<file path="src/rtl/smma_pkg.sv">
package smma_pkg;

	localparam int MAX_SIZE  = 8;
	localparam int DEPTH     = MAX_SIZE * MAX_SIZE;
	localparam int AW        = $clog2(DEPTH);
	localparam int IW        = $clog2(MAX_SIZE);
	localparam int SW        = 4;
	localparam int CW        = AW + 1;
	localparam int EW        = 16;
	localparam int RW        = 35;

	localparam logic [1:0] REG_MATRIX_SIZE    = 2'd0;
	localparam logic [1:0] REG_OPERATION_MODE = 2'd1;

	localparam logic MODE_SUM     = 1'b0;
	localparam logic MODE_PRODUCT = 1'b1;

	typedef struct packed {
		logic          valid;
		logic          first;
		logic          lastk;
		logic          last;
		logic          mode;
		logic [IW-1:0] row;
		logic [IW-1:0] col;
		logic [AW-1:0] a_addr;
		logic [AW-1:0] b_addr;
		logic          wr_en;
		logic [AW-1:0] wr_addr;
	} cmd_t;

	typedef struct packed {
		logic stall;
		logic busy;
	} sts_t;

	function automatic logic [SW-1:0] eff_size(input logic [SW-1:0] size);
		logic [SW-1:0] n;
		if (size == '0)
			n = SW'(1);
		else if (size > SW'(MAX_SIZE))
			n = SW'(MAX_SIZE);
		else
			n = size;
		return n;
	endfunction

endpackage

</file>
<file path="src/rtl/smma_ctrl.sv">
module smma_ctrl
	import smma_pkg::*;
(
	input  logic       clk,
	input  logic       arst_n,
	input  logic       in_valid,
	output logic       in_ready,
	input  logic       cfg_valid,
	input  logic [1:0] cfg_index,
	input  logic [3:0] cfg_data,
	output cmd_t       cmd,
	input  sts_t       sts
);

	typedef enum logic [1:0] {
		LOAD,
		RUN,
		DRAIN
	} state_t;

	state_t        state_q;
	logic [SW-1:0] size_q;
	logic          mode_q;
	logic          run_mode_q;
	logic [CW-1:0] load_cnt_q;
	logic [IW-1:0] i_q, j_q, k_q;
	logic [AW-1:0] row_base_q;
	logic [AW-1:0] b_col_q;

	logic [SW-1:0] n;
	logic [IW-1:0] n_m1;
	logic [CW-1:0] total;
	logic          lastk, last_col, last_elem, accept;
	logic [AW-1:0] pos;

	assign n        = eff_size(size_q);
	assign n_m1     = IW'(n - SW'(1));
	assign total    = CW'(n) * CW'(n);
	assign accept   = in_valid && in_ready;
	assign in_ready = (state_q == LOAD) && !cfg_valid;

	assign lastk     = (run_mode_q == MODE_SUM) || (k_q == n_m1);
	assign last_col  = (j_q == n_m1);
	assign last_elem = lastk && last_col && (i_q == n_m1);
	assign pos       = row_base_q + AW'(j_q);

	always_comb begin
		cmd.valid   = (state_q == RUN);
		cmd.first   = (k_q == '0);
		cmd.lastk   = lastk;
		cmd.last    = last_elem;
		cmd.mode    = run_mode_q;
		cmd.row     = i_q;
		cmd.col     = j_q;
		cmd.a_addr  = (run_mode_q == MODE_PRODUCT) ? row_base_q + AW'(k_q) : pos;
		cmd.b_addr  = (run_mode_q == MODE_PRODUCT) ? b_col_q : pos;
		cmd.wr_en   = accept;
		cmd.wr_addr = load_cnt_q[AW-1:0];
	end

	always_ff @(posedge clk or negedge arst_n) begin
		if (!arst_n) begin
			state_q    <= LOAD;
			size_q     <= SW'(4);
			mode_q     <= MODE_SUM;
			run_mode_q <= MODE_SUM;
			load_cnt_q <= '0;
			i_q        <= '0;
			j_q        <= '0;
			k_q        <= '0;
			row_base_q <= '0;
			b_col_q    <= '0;
		end else begin
			if (cfg_valid) begin
				if (cfg_index == REG_MATRIX_SIZE) begin
					size_q     <= cfg_data;
					load_cnt_q <= '0;
				end else if (cfg_index == REG_OPERATION_MODE) begin
					mode_q     <= cfg_data[0];
					load_cnt_q <= '0;
				end
			end
			case (state_q)
				LOAD: begin
					if (accept) begin
						if (load_cnt_q + CW'(1) >= total) begin
							load_cnt_q <= '0;
							run_mode_q <= mode_q;
							i_q        <= '0;
							j_q        <= '0;
							k_q        <= '0;
							row_base_q <= '0;
							b_col_q    <= '0;
							state_q    <= RUN;
						end else begin
							load_cnt_q <= load_cnt_q + CW'(1);
						end
					end
				end
				RUN: begin
					if (!sts.stall) begin
						if (!lastk) begin
							k_q     <= k_q + IW'(1);
							b_col_q <= b_col_q + AW'(n);
						end else begin
							k_q <= '0;
							if (last_col) begin
								j_q        <= '0;
								i_q        <= i_q + IW'(1);
								row_base_q <= row_base_q + AW'(n);
								b_col_q    <= '0;
							end else begin
								j_q     <= j_q + IW'(1);
								b_col_q <= AW'(j_q) + AW'(1);
							end
						end
						if (last_elem)
							state_q <= DRAIN;
					end
				end
				DRAIN: begin
					if (!sts.busy)
						state_q <= LOAD;
				end
				default: state_q <= LOAD;
			endcase
		end
	end

endmodule

</file>
<file path="config.mk">
export PLATFORM = sky130hd
export DESIGN_NAME = smma_ctrl
export DESIGN_NICKNAME = d
export VERILOG_FILES = /design/src/rtl/smma_pkg.sv /design/src/rtl/smma_ctrl.sv
export SDC_FILE = /design/constraint.sdc
export NUM_CORES = 1
export LEC_CHECK = 0
export BUFFER_PORTS_ARGS = -buffer_cell sky130_fd_sc_hd__buf_2
export CAP_MARGIN = 10
export CORE_MARGIN = 5
export CORE_UTILIZATION = 59
export CTS_CLUSTER_DIAMETER = 40
export DETAILED_ROUTE_END_ITERATION = 10
export GPL_TIMING_DRIVEN = 0
export PLACE_DENSITY = 0.85
export SLEW_MARGIN = 20
export SYNTH_ARGS = -nofsm -noshare
export SYNTH_HDL_FRONTEND = slang
export SYNTH_SLANG_ARGS = --single-unit
</file>
<file path="constraint.sdc">
create_clock -name clk -period 3.89 [get_ports clk]
set_clock_uncertainty 0.05 [all_clocks]
set_input_delay 0.1945 -clock clk [delete_from_list [all_inputs] [get_ports clk]]
set_output_delay 0.1945 -clock clk [all_outputs]
set_load 0.01 [all_outputs]
</file>
* Word level (Yosys, flattened, before mapping)
Index checks and enable logic that the tools add are counted.
Cells by class: add/sub/neg operators 10, multiply operators 1, divide/modulo/power cells 0, $lt $le $gt $ge 2, equal/unequal tests 13, shifts and indexed selects 0, multiplexer cells 39, bitwise operators 2, reduce and logical (&&, ||, !) cells 18
Operators with widths (number):
- $mux 6 | 9
- $mux 7 | 6
- $mux 3 | 10
- $pmux 6 s2 | 2
- $pmux 3 s2 | 3
- $add 6x3->6 | 2
- $add 6x4->6 | 2
- $mux 4 | 3
- $mux 2 | 5
- $reduce_and 5->1 | 2
- $add 3x1->3 const B | 3
- $eq 3x3->1 | 3
- $ne 2x1->1 const B | 4
- $add 7x1->7 const B | 1
- $ge 7x7->1 | 1
- $mul 4x4->7 | 1
- $ne 2x2->1 const B | 3
- $pmux 2 s3 | 1
- $reduce_and 3->1 | 2
- $reduce_and 6->1 | 1
- $add 3x1->4 const B | 1
- $eq 2x1->1 const B | 2
- $gt 4x4->1 const B | 1
- $logic_and 1x1->1 | 4
- 11 further kinds | 13
Word-level totals: bits in registers 36, latch bits 0, memory bits (writable) 0, memory bits (read-only) 0, input port bits 12, output and inout bits 31, word-level logic and storage cells 95, memories kept 0

* Longest topological paths before layout
depth after elaboration 11, gate-level depth with buffers 16, depth with buffers taken out 15

* Worst setup path after synthesis
No wires, ideal clock.
kind reg2reg, start reg size_q[2], end reg i_q[0], setup time 0.125 ns, arrival time 3.410 ns, path slack 0.305 ns, stages on the path, launching flop included 16, path buffers 1, cell sequence dfstp_2 -> nor2b_2 -> buf_6 -> and2_1 -> ha_1 -> ha_1 -> a21o_1 -> a21oi_1 -> xnor2_1 -> ha_1 -> nand2_1 -> nor4_4 -> nor2_2 -> nor3_4 -> o21ai_4 -> mux2_4
On the way: word-level cells in the longest chain between the ends 8, elaborated cells on any way between the ends 14
RTL lines:
- from (decl) | line smma_ctrl.sv:22 | logic [SW-1:0] size_q;
- from (signal assigned) | line smma_ctrl.sv:76 | size_q <= cfg_data;
- $gt 4x4->1 | line smma_pkg.sv:41 | else if (size > SW'(MAX_SIZE))
- $mux 4 | line smma_pkg.sv:41
- $mux 4 * | line smma_pkg.sv:39 | if (size == '0)
- branches (longest 4 deep; another with $mul 4x4->7)
- $reduce_and 6->1 (no source line) *
- to (signal assigned) | line smma_ctrl.sv:109 | i_q <= i_q + IW'(1);
- to (decl) | line smma_ctrl.sv:26 | logic [IW-1:0] i_q, j_q, k_q;
Every way passes the cells marked *. A chain may end at the register's enable or synchronous reset.

* Final worst setup path
start reg size_q[2], end reg k_q[0]
On the way: word-level cells in the longest chain between the ends 9, elaborated cells on any way between the ends 14
RTL lines:
- $gt 4x4->1 | line smma_pkg.sv:41
- $mux 4 | line smma_pkg.sv:41
- $mux 4 * | line smma_pkg.sv:39
- branches (longest 6 deep; another with $mul 4x4->7)
- to (signal assigned) | line smma_ctrl.sv:103 | k_q <= k_q + IW'(1);
- to (decl) | line smma_ctrl.sv:26
Every way passes the cells marked *. The select of a mux whose other input is x is not followed.

==> results_dict.tcl <==
set metrics [dict create \
    gp_congestion 0.8873 \
    ys_ff_latch 36 \
    yosys_warnings 0 \
    yosysUniqueCellTypes 65 \
    syn2layout_area_growth_pct 15.60 \
    finalHoldViolCount 0 \
    power.internal_w 0.001246 \
    maxSlewHeadroom_pct 44.17 \
    timing.setup.tns_ns 0 \
    ys_seq_area_share_pct 28.19 \
    antenna_found_initial 0 \
    wl_um 7586 \
    final_area_um2 3700 \
    die_h_um 83.65 \
    cp_top_family "adder cells" \
    swShare_pct 45.89 \
    cts_tree "done" \
    cap_violations 0 \
    multi_input_area_um2 2105 \
    via_count 2576 \
    ir_drop_mv 0.3693 \
    grt_max_degree 37 \
    dpl.cell_count 437 \
    grt_pass1_vias 2570 \
    die_area_um2 6997 \
    clock_path_buffers 2 \
    regArea_um2 903.4 \
    track_usage_pct 22.29 \
    cpPeakStageDelay_ns 0.57 \
    status "finished, final reports clean" \
    worst_slack_ns 0.06937 \
    start_util_pct 61.88 \
    synth.top_cells.by_area "dfrtp_1 27%, ha_1 13%, xnor2_1 4.4%, nand2_1 4.1%, mux2i_1 3.4%" \
    setup_viol 0 \
    placed_area_um2 3502 \
    worstMarginPinSlew_ns 0.8375 \
    fmax_mhz 261.7 \
    slowest_stage "dfstp_2" \
    final_cells 455 \
    core_um2 5172 \
    critPathRequiredTime_ns 4.06 \
    num_io_pins 43 \
    dp_hpwl_um 5782 \
    drive_gt1_share_pct 28.57 \
    post-route-util_pct 71.53 \
    synth_edf_count 0 \
    cp-end-kind "flip-flop" \
    clock-sinks 36 \
    p_switching_w 0.001057 \
    antenna_cells 0 \
    drt_iter0_markers 85 \
    cts_buffers 5 \
    worstSetupStartpointType "flip-flop" \
    timing.final.crit_share_pct 98.22 \
    synth_ff_type "dfrtp_1" \
    criticalPathCategory "reg2reg" \
    drv_slew 0 \
    pwr-share-clk_pct 12.9 \
    die_width_um 83.65 \
    seqPwrFrac_pct 27.5 \
    final.fill_count 412 \
    cp_num_buf_inv 3 \
    p_per_area_nw_per_um2 622.4 \
    crit_fanout 10 \
    grt_pass1_wl_um 12810 \
    syn-instance-count 324 \
    layout.nets 433 \
    yosys.area.top_type "dfrtp_1" \
    grt_overflow_total 0 \
    p_comb_share_pct 59.6 \
    root_buffer "clkbuf_8" \
    period_minus_slack_ns 3.821 \
    clkTransAtPathRegs_ns 0.08 \
    async_flop_share_pct 100.0 \
    netlist_area_um2 3201 \
    cp.arrival_ns 3.99 \
    synth_top_cell_area_share_pct 27.37 \
    worstPathCellList "nor2b_2 -> buf_6 -> and2_1 -> ha_1 -> ha_1 -> a21o_1 -> a21oi_1 -> xnor2_1 -> ha_1 -> nand2_1 -> nor4_4 -> buf_6 -> o21bai_4 -> a21oi_4 -> buf_6 -> nand3_1 -> mux2i_1" \
    cts_max_level 2 \
    synth_common_cells "35 x dfrtp_1, 35 x nand2_1, 32 x ha_1" \
    ant_nets 0 \
    hp-class "in2reg" \
    clock_latency_ns 0.30 \
    rows 26 \
    syn_avg_cell_area_um2 9.878 \
    drc 0 \
    leakage_nw 1.869 \
    first_pass_iters 6 \
    routedWlPerCell_um 16.67 \
    viasPerCell 5.662 \
    dp_slack_ns -0.1185 \
    port_buffers 42 \
]
## tightest hold or removal path: stages
cell     delay, ns
buf_2         0.07
nand2_1       0.03
o21ai_0       0.07
## metrics by stage
stage / hold WS (ns) / power [W]
3_5_place_dp: 0.2982 / 0.001954
2_1_floorplan: -0.1511 / 0.001578
5_1_grt: 0.07957 / 0.002482
4_1_cts: 0.07000 / 0.002264
6_report: 0.06604 / 0.002303
3_3_place_gp: 0.2901 / 0.001902
## power groups by stage
| stage | sequential [W] | combinational, W | clock [W] |
|---|---|---|---|
| floorplan | 0.000600 | 0.000978 | 0 |
| global placement | 0.000633 | 0.00127 | 0 |
| global route | 0.000650 | 0.00151 | 0.000319 |
| detailed placement | 0.000639 | 0.00131 | 0 |
| CTS | 0.000632 | 0.00133 | 0.000298 |
| finish | 0.000634 | 0.00137 | 0.000296 |
## layout by cell type (no fill, tap or decap), types with 3 or more instances in the layout
master / synthesis / final
nor2_1: 15 / 14
buf_2: 2 / 44
nor3_1: 4 / 4
nand3_1: 8 / 8
a21oi_1: 12 / 12
a21o_1: 10 / 10
a32o_1: 7 / 7
dfrtp_1: 35 / 34
o21ai_1: 5 / 4
mux2_2: 4 / 4
clkbuf_1: 3 / 3
fa_1: 5 / 5
nand2b_1: 3 / 3
o21ai_0: 10 / 10
clkbuf_8: 0 / 6
and2_1: 4 / 4
o211ai_1: 4 / 4
buf_4: 11 / 19
mux2i_1: 11 / 11
xnor2_1: 16 / 16
nor2b_1: 8 / 8
xor2_1: 11 / 11
ha_1: 32 / 32
nand2_1: 35 / 35
inv_1: 18 / 18
buf_6: 3 / 4
## path summary, 6_finish.rpt
path                              from       endpoint  slack [ns]  depth (start not counted)
max                          size_q[2]         k_q[0]        0.07                         17
min                        cfg_data[3]      size_q[3]        0.07                          3
max reg2reg                  size_q[2]         k_q[0]        0.07                         17
min reg2reg                     mode_q     run_mode_q        0.47                          2
max in group asynchronous       arst_n      size_q[3]        2.72                          2
min in group asynchronous       arst_n  row_base_q[4]        0.47                          2
## layer usage
| layer | vias to the layer above | track usage (%) | part of all wire, % |
|---|---|---|---|
| li1 | 1256 | - | - |
| met1 | 1235 | 27.97 | 41 |
| met2 | 68 | 38.47 | 51 |
| met3 | 17 | 4.047 | 5.0 |
| met4 | 0 | 7.456 | 2.3 |
| met5 | - | 0 | 0 |
## registers in the layout (all words and copies together) (netlist names)
register and cells:
b_col_q 6, size_q 4, i_q 3, k_q 3, mode_q 1, j_q 3, state_q 2, row_base_q 6
run_mode_q 1, load_cnt_q 7
## cell families (layout without fill, tap and decap cells)
kind of cell,Yosys count,count (layout),share of synthesized area (%)
AND/OR/NAND/NOR,93,93,16.42
AO/OA/AOI/OAI,71,71,17.98
adder cells (fa/ha/maj),37,37,15.64
other,1,2,0.1172
buffers and inverters,39,99,6.724
XOR/XNOR,29,29,8.796
multiplexers,18,18,6.138
flip-flops,36,36,28.19
## what timing repair did
action,in CTS,in global routing
buffers inserted,1,8
hold endpoints to repair,35,0
gates resized for setup,2,5
pin swaps,2,3
setup endpoints to repair,6,16
hold buffers,1,0
## cell type report
class	count	area share, %
buffer	20	3.821
clock buffer	6	2.232
clock inverter	2	0.4058
inverter	19	1.995
multi-input combinational	250	56.88
sequential	36	24.42
tap	70	2.367
timing repair buffer	52	7.880
(Power assumes the default switching activity.)
