==> src/rtl/smma_pkg.sv <==
package smma_pkg;

	localparam int MAX_SIZE  = 8;
	localparam int DEPTH     = MAX_SIZE * MAX_SIZE;
	localparam int AW        = $clog2(DEPTH);
	localparam int IW        = $clog2(MAX_SIZE);
	localparam int SW        = 4;
	localparam int CW        = AW + 1;
	localparam int EW        = 16;
	localparam int RW        = 35;

	localparam logic [1:0] REG_MATRIX_SIZE    = 2'd0;
	localparam logic [1:0] REG_OPERATION_MODE = 2'd1;

	localparam logic MODE_SUM     = 1'b0;
	localparam logic MODE_PRODUCT = 1'b1;

	typedef struct packed {
		logic          valid;
		logic          first;
		logic          lastk;
		logic          last;
		logic          mode;
		logic [IW-1:0] row;
		logic [IW-1:0] col;
		logic [AW-1:0] a_addr;
		logic [AW-1:0] b_addr;
		logic          wr_en;
		logic [AW-1:0] wr_addr;
	} cmd_t;

	typedef struct packed {
		logic stall;
		logic busy;
	} sts_t;

	function automatic logic [SW-1:0] eff_size(input logic [SW-1:0] size);
		logic [SW-1:0] n;
		if (size == '0)
			n = SW'(1);
		else if (size > SW'(MAX_SIZE))
			n = SW'(MAX_SIZE);
		else
			n = size;
		return n;
	endfunction

endpackage

==> src/rtl/smma_datapath.sv <==
module smma_datapath
	import smma_pkg::*;
(
	input  logic                  clk,
	input  logic                  arst_n,
	input  cmd_t                  cmd,
	output sts_t                  sts,
	input  logic [2*EW-1:0]       in_data,
	output logic                  out_valid,
	input  logic                  out_ready,
	output logic [RW-1:0]         out_value,
	output logic [IW-1:0]         out_row,
	output logic [IW-1:0]         out_col,
	output logic                  out_last
);

	logic [EW-1:0] mem_a [DEPTH];
	logic [EW-1:0] mem_b [DEPTH];

	logic                 v_s1, first_s1, lastk_s1, last_s1, mode_s1;
	logic [IW-1:0]        row_s1, col_s1;
	logic signed [EW-1:0] ra_s1, rb_s1;

	logic                 v_s2, first_s2, lastk_s2, last_s2;
	logic [IW-1:0]        row_s2, col_s2;
	logic [RW-1:0]        p_s2;

	logic [RW-1:0]        acc_q;
	logic                 out_valid_q;
	logic [RW-1:0]        out_value_q;
	logic [IW-1:0]        out_row_q, out_col_q;
	logic                 out_last_q;

	logic                 stall, emit;
	logic signed [2*EW-1:0] prod;
	logic signed [EW:0]     sum;
	logic [RW-1:0]        acc_next;

	assign emit  = v_s2 && lastk_s2;
	assign stall = emit && out_valid_q && !out_ready;
	assign sts.stall = stall;
	assign sts.busy  = v_s1 || v_s2;

	assign prod = ra_s1 * rb_s1;
	assign sum  = {ra_s1[EW-1], ra_s1} + {rb_s1[EW-1], rb_s1};
	assign acc_next = (first_s2 ? '0 : acc_q) + p_s2;

	always_ff @(posedge clk) begin
		if (cmd.wr_en) begin
			mem_a[cmd.wr_addr] <= in_data[EW-1:0];
			mem_b[cmd.wr_addr] <= in_data[2*EW-1:EW];
		end
		if (!stall) begin
			ra_s1 <= mem_a[cmd.a_addr];
			rb_s1 <= mem_b[cmd.b_addr];
		end
	end

	always_ff @(posedge clk or negedge arst_n) begin
		if (!arst_n) begin
			v_s1        <= 1'b0;
			v_s2        <= 1'b0;
			out_valid_q <= 1'b0;
		end else begin
			if (!stall) begin
				v_s1 <= cmd.valid;
				v_s2 <= v_s1;
			end
			if (emit && !stall)
				out_valid_q <= 1'b1;
			else if (out_ready)
				out_valid_q <= 1'b0;
		end
	end

	always_ff @(posedge clk) begin
		if (!stall) begin
			first_s1 <= cmd.first;
			lastk_s1 <= cmd.lastk;
			last_s1  <= cmd.last;
			mode_s1  <= cmd.mode;
			row_s1   <= cmd.row;
			col_s1   <= cmd.col;

			first_s2 <= first_s1;
			lastk_s2 <= lastk_s1;
			last_s2  <= last_s1;
			row_s2   <= row_s1;
			col_s2   <= col_s1;
			if (mode_s1 == MODE_PRODUCT)
				p_s2 <= {{(RW-2*EW){prod[2*EW-1]}}, prod};
			else
				p_s2 <= {{(RW-EW-9){sum[EW]}}, sum, 8'b0};

			if (v_s2)
				acc_q <= acc_next;
			if (emit) begin
				out_value_q <= acc_next;
				out_row_q   <= row_s2;
				out_col_q   <= col_s2;
				out_last_q  <= last_s2;
			end
		end
	end

	assign out_valid = out_valid_q;
	assign out_value = out_value_q;
	assign out_row   = out_row_q;
	assign out_col   = out_col_q;
	assign out_last  = out_last_q;

endmodule

==> config.mk <==
export PLATFORM = sky130hd
export DESIGN_NAME = smma_datapath
export DESIGN_NICKNAME = d
export VERILOG_FILES = /design/src/rtl/smma_pkg.sv /design/src/rtl/smma_datapath.sv
export SDC_FILE = /design/constraint.sdc
export NUM_CORES = 2
export LEC_CHECK = 0
export BUFFER_PORTS_ARGS = -buffer_cell sky130_fd_sc_hd__buf_2
export CORE_MARGIN = 5
export CORE_UTILIZATION = 55
export DETAILED_ROUTE_END_ITERATION = 6
export PLACE_DENSITY_LB_ADDON = 0.3
export SLEW_MARGIN = 20
export SYNTH_ARGS = -nofsm -noshare
export SYNTH_HDL_FRONTEND = slang
export SYNTH_SLANG_ARGS = --single-unit
==> constraint.sdc <==
create_clock -name clk -period 10.05 [get_ports clk]
set_input_delay 0 -clock clk [delete_from_list [all_inputs] [get_ports clk]]
set_output_delay 0 -clock clk [all_outputs]
set_load 0.02 [all_outputs]
# Word level (Yosys, flattened, before mapping)
# Memory sizes are Yosys's and may differ from the RTL's. A register that Yosys moved wholly into a read port is not among the register bits.
# Index checks and enable logic that the tools add are counted.
op_classes:
  add_sub_neg: 2
  n_reduce_logical: 12
  mul: 1
  muxes: 6
  bitwise_logic: 1
op_table:
  columns: ["op", "n"]
  rows:
  - ["$mux 35", 2]
  - ["$add 35x35->35", 1]
  - ["$mul 16x16->32", 1]
  - ["$add 16x16->17", 1]
  - ["$logic_and 1x1->1", 4]
  - ["$logic_not 1->1", 4]
  - ["$mux 1", 4]
  - ["$reduce_and 2->1", 2]
  - ["$reduce_bool 2->1", 1]
  - ["$logic_or 1x1->1", 1]
  - ["$not 1->1", 1]
word_totals:
  in_bits: 65
  regBits: 134
  elab_cells: 45
  n_memories: 2
  ram_bits: 2048
  output_inout_bits: 45
mem_list:
  columns: ["memory", "depth", "word_bits", "read_ports", "rd_ports_with_merged_regs", "write_ports", "line_no", "source"]
  rows:
  - ["mem_a", 64, 16, 1, 1, 1, "smma_datapath.sv:17", "logic [EW-1:0] mem_a [DEPTH];"]
  - ["mem_b", 64, 16, 1, 1, 1, "smma_datapath.sv:18", "logic [EW-1:0] mem_b [DEPTH];"]

# Logic depth before layout (Yosys ltp)
depth:
  word_depth: 6
  ltp_mapped: 24
  depth_no_buf: 23

# Least setup slack after synthesis
# Ideal clock, no wire load.
synth_timing:
  path_kind: "reg-to-reg"
  from: "reg ra_s1[15], read port of mem_a"
  to: "reg p_s2[27], data pin"
  setup_time_ns: 0.256
  required_time_ns: 9.794
  n_path_buf: 3
  period_less_slack_ns: 6.664
  path_slack_ns: 3.386
  arrival_time_ns: 6.408
  path_stages_with_launch: 23
  cell_sequence: "edfxtp_1 -> clkbuf_1 -> clkbuf_1 -> nand2_1 -> inv_1 -> fa_1 -> fa_1 -> fa_1 -> fa_1 -> fa_1 -> inv_1 -> fa_1 -> inv_1 -> ha_1 -> clkbuf_1 -> nand2_1 -> nand2b_1 -> a21o_1 -> a221o_1 -> or2_1 -> a21o_1 -> a211o_1 -> a41o_1"
synth_via:
  elab_chain_len: 2
  word_cells_on_any_way: 3
  cone_classes: "add/sub: 1; mul: 1; mux: 1"
synth_rtl:
  columns: ["element", "line_no", "source"]
  rows:
  - ["start: declaration", "smma_datapath.sv:22", "logic signed [EW-1:0] ra_s1, rb_s1;"]
  - ["$mul 16x16->32 / $add 16x16->17 (equally long branches)", "smma_datapath.sv:44, smma_datapath.sv:45", null]
  - ["$mux 35 *", "smma_datapath.sv:90", "if (mode_s1 == MODE_PRODUCT)"]
  - ["end signal: assignment", "smma_datapath.sv:91", "p_s2 <= {{(RW-2*EW){prod[2*EW-1]}}, prod};"]
  - ["end signal: assignment", "smma_datapath.sv:93", "p_s2 <= {{(RW-EW-9){sum[EW]}}, sum, 8'b0};"]
  - ["end: declaration", "smma_datapath.sv:26", "logic [RW-1:0] p_s2;"]
# Every way passes the cells marked *; elsewhere a longest branch is shown, timed or not.
# A chain may end at the register's enable or synchronous reset.

# Worst setup path after layout
layout_timing:
  from: "reg rb_s1[6], read port of mem_b"
  to: "reg p_s2[24], data pin"
layout_via:
  elab_chain_len: 2
  word_cells_on_any_way: 3
  cone_classes: "add/sub: 1; mul: 1; mux: 1"
layout_rtl:
  columns: ["element", "line_no"]
  rows:
  - ["start: declaration", "smma_datapath.sv:22"]
  - ["$mul 16x16->32 / $add 16x16->17 (equally long branches)", "smma_datapath.sv:44, smma_datapath.sv:45"]
  - ["$mux 35 *", "smma_datapath.sv:90"]
# Marked as above.

==> metrics list <==
- The run finished with clean final reports.
* # H-tree levels: 4
- Sum of net half-perimeters after detailed placement: 120000 um
- On the worst path, the slowest cell contributes a delay of 0.72 ns.
- Clock latency on the worst-skew pair, taken at its later pin, is 0.85 ns.
- Synthesis produced a netlist with a net count of 5080.
* Most used standard cell by instance count after synthesis: edfxtp_1
* Max Transition Viols Final: 0
- After Yosys synthesis, XOR and XNOR cells account for 0.690% of the synthesized area.
- Clock root buffer: clkbuf_16
- STA classifies the critical path endpoint as a register.
- Measured against its own limit, the worst slew margin works out to 21.8%.
- Entering global routing, the biggest net connects 107 pins.
- For the final database, setup skew stands at 0.0601 ns.
* Final #Nets: 5352
- Layout Cells excl Fill: 7381
- Distinct cell type count after synthesis: 64
- The floorplan has 152 rows.
- Summing the areas of all compound-gate instances in the mapped netlist gives 1.39% of the synthesized area.
- Number of primary I/O pins: 110
* Share of synthesized cell area in and, or, nand and nor gates: 2.76%
* Number of hold-slack violations in the final timing report: 0
- After routing, the total negative slack on setup checks comes to 0 ns.
- Starting density of the core: 55.4%
- Synth-to-layout area growth: 12.1%
- Number of design-rule violations left by the first detailed-router iteration: 5880
* First-pass detailed-route iteration total: 6
- Final Util: 62.1%
* Vias per cell: 6.18
- The detail route stage leaves a number of antenna-violating nets equal to 0.
- Measured in cells, the most critical reg-to-reg path has a length of 21.
- Number of violations of the max-capacitance limit: 0
- In this run the critical register-to-register path is captured at p_s2[24]$_DFFE_PN_.
- Min Clock Period, post-route: 7.10 ns
- The path with the worst hold slack has its endpoint at out_valid$_DFFE_PN0P_.
- Area share of the leading cell type in the synthesized netlist: 69.6%
* CTS sink count: 2211
- Worst Slack Setup Final: 2.95 ns
- Hold path start: out_ready
- After synthesis, the mean cell area works out to 20.6 um^2.
- After synthesis, the cell types taking the most area are edfxtp_1 70%, mux4_2 16%, fa_1 5.6%.
* Vias in the first global route: 47800
- Routability-driven placement finished with a final weighted congestion of 0.869.
- In this run the horizontal extent of the chip is 426 um.
- Period Utilization, post-route: 70.6%
* Data required time at the worst endpoint: 10.63 ns
- Flip-flop and latch count after synthesis: 2211
* Combinational family with the most area after synthesis: multiplexers
* Final routed wire length divided by cell count: 29.2 um
- Across all layers, the routed design uses 45600 vias.
- Critical register-to-register path startpoint: rb_s1[6]$_DFFE_PN_
- The initial antenna violation count is 11.
- Setup slack on the worst flop-to-flop path: 2.95 ns
- Biggest fanout along the worst timing path: 16
* Global-route congestion overflow total: 0
- For this run, design rule violations remaining after detail routing come to 0.
- Highest clock rate: 141 MHz
- The path class of the tightest hold or removal check is input pin to register.
- After clock tree synthesis, the clock-pin slew on the worst setup and hold paths is 0.06 ns.
- During synthesis, Yosys emitted a total of 0 warnings.
- Sequential element share of the synthesized area: 69.7%
* Total placed cells including tap cells: 6922
- Fillers: 11600
* CP Class: register to register
- Gr usage total: 24.2%
* Floorplan die height: 426 um
- WHS Path Cells: 4
- Cell chain of the critical path: ha_1 > fa_1 > inv_1 > fa_1 > fa_1 > inv_1 > fa_1 > fa_1 > inv_1 > fa_1 > inv_1 > ha_1 > o21ai_0 > nor2_1 > o41ai_1 > o21ai_0 > a21o_1 > a31oi_1 > a31oi_1 > xor2_1 > a21o_1
- Top cells by count, synth: 2208 x edfxtp_1, 672 x mux4_2, 316 x inv_1, 264 x fa_1, 167 x nand2_1
- Synthesis produced a netlist whose cell count is 4618.
- The synthesized netlist devotes 7.30% of its cell area to adder and majority cells.
* Minimum setup slack after placement: 3.01 ns
* Synth area leader: edfxtp_1
- STA classifies the critical path startpoint as a register.
* Number of enable-type register cells in the synthesized netlist: 2208
- Finish-stage setup viols: 0
- In the final layout, the share of cells above drive strength 1 is 24.8%.
* Setup repair after global routing missed its margin: false
- By instance count, the cell type seen most on the critical path is fa_1.
- Clock tree from TritonCTS: built
* Cell family contributing the most delay on the critical path: adder cells
- Measured against the total synthesized area, the mux share comes to 15.9%.
* CP max stage cell: edfxtp_1
- Buffers placed on the I/O ports in this run total 109.
- Together, buffers and inverters on the worst path number 4.
- The core region is 172000 um^2.
- After synthesis, the share of flip-flops with an asynchronous set or reset is 0.136%.
- The first global-routing pass estimated 320000 um of wire.
- Number of gates resized after CTS: 0
- Critical path data arrival time: 7.68 ns
* Wire length reported by the detailed router: 215000 um
* Measured slew at the worst slew-check pin: 1.17 ns
- Clk buf depth: 3
- After synthesis the cells add up to 95200 um^2.
- In the synthesized netlist the dominant register cell turns out to be edfxtp_1.
* Number of buffers created by CTS: 212
- Area of the die: 182000 um^2
[worst max-delay path by stage]
stage,slack (ns),endpoint,startpoint,depth (start not counted)
after floorplan,3.39,p_s2[27]$_DFFE_PN_,ra_s1[15]$_DFFE_PN_,22
after global placement,3.00,p_s2[24]$_DFFE_PN_,ra_s1[6]$_DFFE_PN_,21
after detailed placement,3.01,p_s2[24]$_DFFE_PN_,ra_s1[6]$_DFFE_PN_,21
after CTS,3.04,p_s2[24]$_DFFE_PN_,ra_s1[6]$_DFFE_PN_,21
after global routing,2.62,p_s2[30]$_DFFE_PN_,ra_s1[6]$_DFFE_PN_,21
final,2.95,p_s2[24]$_DFFE_PN_,rb_s1[6]$_DFFE_PN_,21
[cell families (layout without fill, tap and decap cells)]
kind of cell / Yosys count / count (layout)
flip-flops: 2211 / 2211
multiplexers: 676 / 676
AND/OR/NAND/NOR: 540 / 540
buffers and inverters: 517 / 966
adder cells (fa/ha/maj): 397 / 397
AO/OA/AOI/OAI: 202 / 202
XOR/XNOR: 75 / 75
other: 0 / 4
[placed cells by master (no fill, tap or decap), types with 10 or more instances in the layout]
cell	netlist	routed
clkinv_1	0	42
dlygate4sd3_1	0	62
buf_4	19	107
and2_1	123	123
clkbuf_16	0	215
nor2b_1	42	42
a31oi_1	10	10
inv_1	316	316
nand3_1	19	18
nor3_1	16	16
buf_2	33	82
nand2_1	167	167
mux4_2	672	672
a21oi_1	52	52
fa_1	264	264
o21a_1	12	12
a211oi_1	12	12
nor2_1	126	61
o21bai_1	11	11
bufinv_16	0	26
clkinv_2	0	50
o21ai_0	37	37
nand2b_1	13	13
nor2_4	0	65
clkbuf_1	118	35
a21o_1	23	23
edfxtp_1	2208	2208
xnor2_1	53	53
ha_1	133	133
xor2_1	22	22
[worst register-to-register path: cells and delay by family (launching register included)]
family          cells  cell delay, ns
fa+ha+maj           8            3.59
compound gates      7            2.09
flops               1            0.72
buf+inv             4            0.22
xor+xnor            1            0.15
simple gates        1            0.07
[metal layers]
metal	global-route usage (%)	vias to the layer above	part of all wire, %
met5	0	-	0.0060
met4	5.52	2	2.3
met3	4.94	358	9.4
met2	39.8	2196	50
met1	34.1	24200	39
li1	-	18900	-
[final cells by class]
type | instances | area [um^2] | area share [%]
sequential | 2211 | 66400 | 62.2
inverter | 316 | 1190 | 1.11
clock buffer | 250 | 5510 | 5.16
clock inverter | 141 | 1540 | 1.44
multi-input combinational | 1890 | 27200 | 25.5
timing repair buffer | 259 | 1970 | 1.85
antenna | 4 | 10.0 | 0.00938
tap | 2310 | 2890 | 2.71
[through the flow]
step / cell area [um^2] / hold slack, ns
2_1_floorplan: 95200 / -0.296
3_3_place_gp: 98900 / -0.202
3_5_place_dp: 98900 / -0.201
4_1_cts: 107000 / 0.0236
5_1_grt: 107000 / 0.0885
6_report: 107000 / 0.108
[registers in the layout, indices dropped and copies added (netlist names), 3 cells and up]
name	count
col_s1	3
row_s1	3
mem_b	1024
out_value	35
out_row	3
mem_a	1024
rb_s1	16
out_col	3
col_s2	3
p_s2	32
acc_q	35
ra_s1	16
row_s2	3
[what timing repair did]
item / CTS / global route
hold buffers: 62 / 0
endpoints found under the hold margin: 2110 / 0
buffers inserted: 0 / 0
Power is left out: the tool's default activity adds up to more than one toggle a clock period on the data nets, which glitch-free logic cannot reach.
